--- config.mk ---
export PLATFORM = sky130hd
export DESIGN_NAME = stream_word_replace_unit
export DESIGN_NICKNAME = d
export VERILOG_FILES = /design/src/swr_pkg.sv /design/src/swr_run_gen.sv /design/src/stream_word_replace_unit.sv
export SDC_FILE = /design/constraint.sdc
export NUM_CORES = 1
export LEC_CHECK = 0
export ABC_AREA = 0
export BUFFER_PORTS_ARGS = -buffer_cell sky130_fd_sc_hd__clkbuf_2
export CAP_MARGIN = 20
export CORE_MARGIN = 2
export CORE_UTILIZATION = 55
export CTS_CLUSTER_DIAMETER = 200
export DETAILED_ROUTE_END_ITERATION = 6
export HOLD_SLACK_MARGIN = 0.15
export PLACE_DENSITY = 0.75
export SYNTH_ARGS = -nofsm -noshare
export SYNTH_HDL_FRONTEND = slang
export SYNTH_SLANG_ARGS = --single-unit
--- constraint.sdc ---
create_clock -name clk -period 4.7 [get_ports clk]
set_clock_uncertainty 0.15 [all_clocks]
set_input_delay 0.235 -clock clk [delete_from_list [all_inputs] [get_ports clk]]
set_output_delay 0.235 -clock clk [all_outputs]
set_load 0.05 [all_outputs]
--- src/swr_pkg.sv ---
package swr_pkg;

  localparam int BYTE_W = 8;
  localparam int WORD_W = 64;
  localparam int CNT_W = 4;
  localparam int CFG_IDX_W = 2;
  localparam int DEF_MAX_WORD_BYTES = 8;

  typedef enum logic [CFG_IDX_W-1:0] {
    REG_MATCH_WORD = 2'd0,
    REG_MATCH_LEN  = 2'd1,
    REG_REPL_WORD  = 2'd2,
    REG_REPL_LEN   = 2'd3
  } cfg_reg_t;

  typedef struct packed {
    logic [BYTE_W-1:0] in_byte;
    logic              end_of_stream;
  } in_t;

  typedef struct packed {
    logic [BYTE_W-1:0] out_byte;
    logic              last_of_run;
    logic              stream_done;
  } out_t;

  typedef struct packed {
    logic [CNT_W-1:0] matched_count;
    logic             word_mismatched;
  } state_t;

  // one run of results: word bytes, then an optional copy of the input byte
  typedef struct packed {
    logic              src_repl;
    logic [CNT_W-1:0]  word_cnt;
    logic              has_tail;
    logic [BYTE_W-1:0] tail_byte;
    logic              eos;
  } run_t;

  function automatic logic is_space(input logic [BYTE_W-1:0] b);
    return (b == 8'd32) || ((b >= 8'd9) && (b <= 8'd13));
  endfunction

endpackage

--- src/swr_run_gen.sv ---
module swr_run_gen #(
  parameter int MAX_WORD_BYTES = swr_pkg::DEF_MAX_WORD_BYTES
) (
  input  swr_pkg::in_t                      item,
  input  swr_pkg::state_t                   state,
  input  logic [swr_pkg::WORD_W-1:0]        match_word,
  input  logic [swr_pkg::CNT_W-1:0]         match_len,
  input  logic [swr_pkg::CNT_W-1:0]         repl_len,
  output swr_pkg::run_t                     run,
  output swr_pkg::state_t                   state_nxt
);

  localparam logic [swr_pkg::CNT_W-1:0] MaxCnt = swr_pkg::CNT_W'(MAX_WORD_BYTES);

  logic [swr_pkg::CNT_W-1:0]  eff_match_len;
  logic [swr_pkg::CNT_W-1:0]  eff_repl_len;
  logic [swr_pkg::BYTE_W-1:0] expect_byte;
  logic [swr_pkg::CNT_W-1:0]  cnt_inc;
  logic                       hit;

  always_comb begin
    if (match_len == '0) begin
      eff_match_len = swr_pkg::CNT_W'(1);
    end else if (match_len > MaxCnt) begin
      eff_match_len = MaxCnt;
    end else begin
      eff_match_len = match_len;
    end
    eff_repl_len = (repl_len > MaxCnt) ? MaxCnt : repl_len;
  end

  assign expect_byte = match_word[8*state.matched_count[2:0] +: swr_pkg::BYTE_W];
  assign cnt_inc = state.matched_count + swr_pkg::CNT_W'(1);
  assign hit = (state.matched_count < eff_match_len) && (item.in_byte == expect_byte);

  always_comb begin
    run.src_repl = 1'b0;
    run.word_cnt = '0;
    run.has_tail = 1'b1;
    run.tail_byte = item.in_byte;
    run.eos = item.end_of_stream;
    state_nxt = state;
    if (swr_pkg::is_space(item.in_byte)) begin
      if (!state.word_mismatched && (state.matched_count != '0)) begin
        if (state.matched_count == eff_match_len) begin
          run.src_repl = 1'b1;
          run.word_cnt = eff_repl_len;
        end else begin
          run.word_cnt = state.matched_count;
        end
      end
      state_nxt = '0;
    end else if (state.word_mismatched) begin
      run.has_tail = 1'b1;
    end else if (hit) begin
      run.has_tail = 1'b0;
      state_nxt.matched_count = cnt_inc;
      // end of stream closes the word that is still held
      if (item.end_of_stream) begin
        if (cnt_inc == eff_match_len) begin
          run.src_repl = 1'b1;
          run.word_cnt = eff_repl_len;
        end else begin
          run.word_cnt = cnt_inc;
        end
      end
    end else begin
      run.word_cnt = state.matched_count;
      state_nxt.matched_count = '0;
      state_nxt.word_mismatched = 1'b1;
    end
    if (item.end_of_stream) begin
      state_nxt = '0;
    end
  end

endmodule

--- src/stream_word_replace_unit.sv ---
// channel  ports                                  payload
// input    in_valid / in_ready / in_data          swr_pkg::in_t
// result   out_valid / out_ready / out_data       swr_pkg::out_t
// config   cfg_valid / cfg_ready / cfg_index,     64-bit data, always ready
//          cfg_data
// an item gives 0 to 9 result bytes (up to 8 word bytes, then a tail byte),
// held in the run register, which feeds the output register one byte per
// cycle when not stalled, so single-result items also flow at one per cycle.
// rst_n clears word state, run and output valid; config returns to defaults.
// a stalled output holds the run register, which holds off in_ready.
module stream_word_replace_unit #(
  parameter int MAX_WORD_BYTES = swr_pkg::DEF_MAX_WORD_BYTES
) (
  input  logic                             clk,
  input  logic                             rst_n,
  input  logic                             in_valid,
  output logic                             in_ready,
  input  swr_pkg::in_t                     in_data,
  output logic                             out_valid,
  input  logic                             out_ready,
  output swr_pkg::out_t                    out_data,
  input  logic                             cfg_valid,
  output logic                             cfg_ready,
  input  logic [swr_pkg::CFG_IDX_W-1:0]    cfg_index,
  input  logic [swr_pkg::WORD_W-1:0]       cfg_data
);

  logic [swr_pkg::WORD_W-1:0] match_word_r;
  logic [swr_pkg::CNT_W-1:0]  match_len_r;
  logic [swr_pkg::WORD_W-1:0] repl_word_r;
  logic [swr_pkg::CNT_W-1:0]  repl_len_r;

  swr_pkg::state_t state_r;
  swr_pkg::state_t state_nxt;
  swr_pkg::run_t   run_new;
  swr_pkg::run_t   run_r;
  logic            run_valid_r;
  logic [swr_pkg::CNT_W-1:0] run_pos_r;
  logic [swr_pkg::CNT_W-1:0] run_total_r;
  logic [swr_pkg::CNT_W-1:0] new_total;

  logic            out_valid_r;
  swr_pkg::out_t   out_data_r;
  swr_pkg::out_t   out_data_nxt;
  logic            out_load;
  logic            run_last;
  logic            in_fire;
  logic [swr_pkg::WORD_W-1:0] src_word;

  assign cfg_ready = 1'b1;

  always_ff @(posedge clk) begin
    if (!rst_n) begin
      match_word_r <= '0;
      match_len_r <= swr_pkg::CNT_W'(1);
      repl_word_r <= '0;
      repl_len_r <= '0;
    end else if (cfg_valid) begin
      case (swr_pkg::cfg_reg_t'(cfg_index))
        swr_pkg::REG_MATCH_WORD: match_word_r <= cfg_data;
        swr_pkg::REG_MATCH_LEN:  match_len_r <= cfg_data[swr_pkg::CNT_W-1:0];
        swr_pkg::REG_REPL_WORD:  repl_word_r <= cfg_data;
        swr_pkg::REG_REPL_LEN:   repl_len_r <= cfg_data[swr_pkg::CNT_W-1:0];
        default: ;
      endcase
    end
  end

  swr_run_gen #(
    .MAX_WORD_BYTES(MAX_WORD_BYTES)
  ) u_run_gen (
    .item       (in_data),
    .state      (state_r),
    .match_word (match_word_r),
    .match_len  (match_len_r),
    .repl_len   (repl_len_r),
    .run        (run_new),
    .state_nxt  (state_nxt)
  );

  assign new_total = run_new.word_cnt + swr_pkg::CNT_W'(run_new.has_tail);

  assign out_load = run_valid_r && (!out_valid_r || out_ready);
  assign run_last = (run_pos_r == run_total_r - swr_pkg::CNT_W'(1));
  assign in_ready = !run_valid_r || (out_load && run_last);
  assign in_fire = in_valid && in_ready;

  assign src_word = run_r.src_repl ? repl_word_r : match_word_r;

  always_comb begin
    if (run_pos_r < run_r.word_cnt) begin
      out_data_nxt.out_byte = src_word[8*run_pos_r[2:0] +: swr_pkg::BYTE_W];
    end else begin
      out_data_nxt.out_byte = run_r.tail_byte;
    end
    out_data_nxt.last_of_run = run_last;
    out_data_nxt.stream_done = run_last && run_r.eos;
  end

  always_ff @(posedge clk) begin
    if (!rst_n) begin
      state_r <= '0;
      run_valid_r <= 1'b0;
      run_pos_r <= '0;
      out_valid_r <= 1'b0;
    end else begin
      if (in_fire) begin
        state_r <= state_nxt;
      end
      if (in_fire) begin
        run_valid_r <= (new_total != '0);
        run_pos_r <= '0;
      end else if (out_load) begin
        run_pos_r <= run_pos_r + swr_pkg::CNT_W'(1);
        if (run_last) begin
          run_valid_r <= 1'b0;
        end
      end
      if (out_load) begin
        out_valid_r <= 1'b1;
      end else if (out_ready) begin
        out_valid_r <= 1'b0;
      end
    end
  end

  always_ff @(posedge clk) begin
    if (in_fire) begin
      run_r <= run_new;
      run_total_r <= new_total;
    end
    if (out_load) begin
      out_data_r <= out_data_nxt;
    end
  end

  assign out_valid = out_valid_r;
  assign out_data = out_data_r;

  a_ready_when_empty: assert property (@(posedge clk) disable iff (!rst_n)
    !run_valid_r |-> in_ready)
    else $error("input stalled with no run pending");

  a_run_pos_range: assert property (@(posedge clk) disable iff (!rst_n)
    run_valid_r |-> (run_total_r != '0) && (run_pos_r < run_total_r))
    else $error("run position out of range");

  a_mismatch_clears_count: assert property (@(posedge clk) disable iff (!rst_n)
    state_r.word_mismatched |-> (state_r.matched_count == '0))
    else $error("mismatched word kept a match count");

  a_count_bound: assert property (@(posedge clk) disable iff (!rst_n)
    state_r.matched_count <= swr_pkg::CNT_W'(MAX_WORD_BYTES))
    else $error("match count beyond word size");

endmodule
Yosys cells after proc, flatten, opt, wreduce, memory -nomap -nowiden
Index checks and enable logic that the tools add are counted.

Flip-flop bits (word level): 175. Input port bits: 80. Logic and storage cells: 93. Output and inout bits: 13.

Shifts and indexed selects: 2. Equal/unequal tests: 9. Mux-type cells: 27. Add/sub/neg operators: 4. Magnitude comparators: 6. Reduce and logical (&&, ||, !) cells: 27. Bitwise gates (word level): 1.

Operators with widths (number): $shiftx 64x7->8 (2); $mux 64 (1); $mux 5 (7); $mux 4 (7); $eq 4x4->1 (3); $reduce_and 2->1 (6); $mux 1 (11); $add 4x1->4 const B (2); $eq 8x6->1 const B (1); $eq 8x8->1 (1); $ge 8x4->1 const B (1); $gt 4x4->1 const B (2); $le 8x4->1 const B (1); $lt 4x4->1 (2); $mux 8 (1); $reduce_bool 4->1 (2); $logic_and 1x1->1 (7); $reduce_bool 2->1 (3); $add 4x1->4 (1); $eq 2x2->1 const B (2); $logic_not 4->1 (1); $sub 4x1->4 const B (1); $logic_not 1->1 (3); $logic_or 1x1->1 (3); other kinds (5) (5).

Depth between registers and ports, before layout
Depth in word-level cells: 12. Mapped depth: 19. Gate-level depth less buffers: 19.

Modules after synthesis
Synthesis repeated with hierarchy kept, for this count alone.

Cells, all modules: 914. Area, all modules: 9012.4 um^2.

By module, submodules not included: stream_word_replace_unit (cells each 772, sequential area each 3783.6 um^2, instances 1, area an instance 7770.0 um^2); swr_run_gen (cells each 142, sequential area each 0.0 um^2, instances 1, area an instance 1242.4 um^2).

Worst setup path after synthesis
No wires, ideal clock.

Kind: register to register. Start point: register state_r[2] (netlist name). End point: register run_valid_r. Stages on the path, launching flop included: 16. Setup slack: 0.854 ns. Arrival: 3.571 ns. Data required time: 4.425 ns. Path buffers: 1. Path through: dfxtp_1 -> buf_6 -> mux4_2 -> mux2_2 -> nand4bb_1 -> a22oi_1 -> nand3_2 -> o31a_1 -> o22ai_1 -> ha_1 -> inv_1 -> nor4_1 -> mux2_2 -> o22ai_1 -> xor2_1 -> o41a_1.

RTL lines: start, declared (line stream_word_replace_unit.sv:33) `swr_pkg::state_t state_r;`; start signal, assigned (line stream_word_replace_unit.sv:108) `state_r <= state_nxt;`; end signal, assigned (line stream_word_replace_unit.sv:111) `run_valid_r <= (new_total != '0);`; end, declared (line stream_word_replace_unit.sv:37) `logic run_valid_r;`.

==> run_results.csv <==
group,metric,value,unit
pwr,p_leak,3.95,nW
floorplan,io_pins,93,
cells_and_area,multiInputGateArea,4650,um^2
hold_path,hold_class,"primary input to flip-flop",
sta,fin_crit_sh,0.948,
logic_synthesis,ys_ff_latch,175,
drt,drc,0,
sta,fmax,224,MHz
logic_synthesis,synth_nets,983,
critical_path,end_kind,"flip-flop",
clock_tree,cts_setup_buffers,0,
sta,finalHoldViolations,0,
cells_and_area,drive_above_1_share,0.196,
cells_and_area,syn2layout_area_growth,22.9,%
status,outcome,"finished, final reports clean",
global_routing,grt_pass1_wl,37.9,mm
sta,maxSlewHeadroom,0.419,
floorplan,die_height,130,um
cells_and_area,final-seq-area,3780,um^2
critical_path,path_max_fanout,17,
cells_and_area,filler_cell_count,1189,
logic_synthesis,synth_cells,890,
clock_tree,cts_tree,"built",
pwr,irDropWorstVdd,0.000265,V
clock_tree,numClockSinks,175,
sta,rsz0062_at_grt,"no",
clock_tree,path_clk_slew,0.06,ns
logic_synthesis,yosysUniqueCellTypes,53,
floorplan,die-area,16900,um^2
sta,period_minus_slack,4.46,ns
floorplan,start_util,0.556,
sta,finalSetupTns,0,ns
clock_tree,clock_path_buffers,2,
global_routing,antenna_found_initial,1,
pwr,power_density,323,nW/um^2
flow_run,drv_cap,0,
drt,drt_wl_total,24.1,mm
placed_design,io_buffers,91,
critical_path,path_class,"flip-flop to flip-flop",
floorplan,rows,46,
global_routing,first_global_vias,6932,
logic_synthesis,seq_area_frac_synth,0.433,
clock_tree,htree_num_levels,4,
logic_synthesis,synth_top_area_cell,"dfxtp_1",
logic_synthesis,ys_top_cells_by_area,"dfxtp_1 34%, mux4_2 13%, nand2_1 11%",
global_routing,grt_max_degree,101,
drt,vias_per_cell,5.73,
drt,wl_per_cell,19.1,um
clock_tree,cts_root_buf,"clkbuf_16",
global_routing,grt_overflow,0,
global_routing,grt_use_total,0.298,
critical_path,cp.required,4.87,ns
placed_design,gp_congestion,0.922,
drt,drt-initial-drc-count,717,
floorplan,die_width,130,um
drt,vias,7233,
cells_and_area,instances_no_fill,1262,
logic_synthesis,synthArstFlopShare,0,
cells_and_area,final_nets,1125,
critical_path,crit_path_start_kind,"flip-flop",
placed_design,dp.cells,1148,
floorplan,core_area,15700,um^2
sta,tightestPinTransition,0.872,ns
logic_synthesis,ys_warn_count,0,
sta,maxSlewViolCount,0,
logic_synthesis,synth_top_area_share,0.337,
logic_synthesis,syn_area,8740,um^2
logic_synthesis,synth_flop_cell,"dfxtp_1",
critical_path,cp.arrival,4.63,ns
drt,firstDrtPassIters,5,
clock_tree,clock_latency,0.43,ns
drt,ant_nets,0,
placed_design,dp_hpwl,16.1,mm
logic_synthesis,synth-edff-count,28,
logic_synthesis,avgSynthCellArea,9.82,um^2
sta,setup_viol,0,
clock_tree,cts_made_buffers,17,
## area by class of cell
type / count / share of cell area
clock buffers: 19 / 0.0403
repair buffers: 185 / 0.128
inverters: 14 / 0.00489
flip-flops and latches: 175 / 0.352
well taps: 216 / 0.0252
diodes: 1 / 0.000233
multi-input cells: 639 / 0.433
clock inverters: 13 / 0.0158
## registers in the layout, summed over array words and instances (netlist names)
signal	flops
match_word_r	64
repl_word_r	64
run_r	14
out_data	10
state_r	5
match_len_r	4
repl_len_r	4
run_pos_r	4
run_total_r	4
out_valid	1
run_valid_r	1
## cells by family (layout without fill, tap and decap cells)
kind of cell	Yosys count	count (layout)	synth area share
compound gates	169	169	0.142
xor+xnor	21	21	0.0226
fa+ha+maj	13	13	0.0186
buf+inv	76	231	0.0355
flops	175	175	0.433
mux	91	91	0.179
other cells	1	2	0.000429
simple gates	344	344	0.169
## through the flow
stage	worst slack [ns]	instance area, um^2	util	hold slack [ns]	power [W]
6_report	0.243	10700	0.683	0.241	0.00347
2_1_floorplan	0.854	8740	-	0.184	0.00186
4_1_cts	0.288	10700	0.682	0.226	0.00348
3_5_place_dp	0.302	9320	0.593	0.308	0.00199
5_1_grt	0.0860	10700	0.683	0.280	0.00359
3_3_place_gp	0.424	9320	0.593	0.299	0.00199
## synthesized netlist by cell type (5+ instances only)
library cell    n
a21boi_0      129
a21o_1          5
a21oi_1         8
a22oi_1         6
buf_1           5
buf_2           5
clkbuf_1       49
dfxtp_1       147
edfxtp_1       28
ha_1           13
inv_1          13
mux2_2         10
mux2i_1        30
mux4_2         51
nand2_1       267
nand2b_1        6
nand3_1         5
nor2_1         15
nor2b_1        16
nor3_1          8
xnor2_1        13
xor2_1          7
## worst paths after layout
path	from	to	slack, ns	cells past startpoint
max reg2reg	state_r[1]$_SDFFE_PN0P_	run_valid_r$_SDFFE_PN0P_	0.24	14
max	state_r[1]$_SDFFE_PN0P_	run_valid_r$_SDFFE_PN0P_	0.24	14
min	cfg_index[1]	repl_len_r[2]$_SDFFE_PN0P_	0.24	4
min reg2reg	repl_word_r[24]$_SDFFE_PN0P_	repl_word_r[24]$_SDFFE_PN0P_	0.31	2
## layer usage
| layer | share of wire | track usage |
|---|---|---|
| met1 | 0.40 | 0.384 |
| met3 | 0.069 | 0.0599 |
| met5 | 0 | 0 |
| met2 | 0.48 | 0.485 |
| met4 | 0.043 | 0.138 |
## layout by cell type, fill, tap and decap left out, drive strengths merged, types with 7 or more instances in the layout
master,synthesis,final
a21boi,132,132
a21oi,8,8
buf,13,15
clkbuf,49,109
dfxtp,147,147
dlygate4sd3,0,80
edfxtp,28,28
ha,13,13
inv,14,14
mux2,10,10
mux2i,30,30
mux4,51,51
nand2,267,267
nor2,15,15
nor2b,16,16
nor3,8,8
xnor2,13,13
xor2,7,7
## critical path: stages (launching register included)
cell and delay [ns]:
dfxtp_1 0.85, mux4_2 0.59, mux2i_1 0.18, xnor2_1 0.12, nor4_4 0.33, nand3_2 0.22
o31a_1 0.33, o22ai_1 0.19, ha_1 0.21, inv_1 0.07, nor4_1 0.26, mux2_2 0.20
o22ai_1 0.07, xor2_1 0.17, o41a_1 0.40
## power breakdown
group	switching [W]	internal (W)
logic	0.000211	0.000182
registers	0.0000434	0.00158
clock network	0.000575	0.000880
## repair_timing
action | in CTS | in global routing
hold buffers | 80 | 0
gates resized for setup | 0 | 0
endpoints found under the hold margin | 151 | 0
No activity file was read; power rests on OpenSTA's default activity.
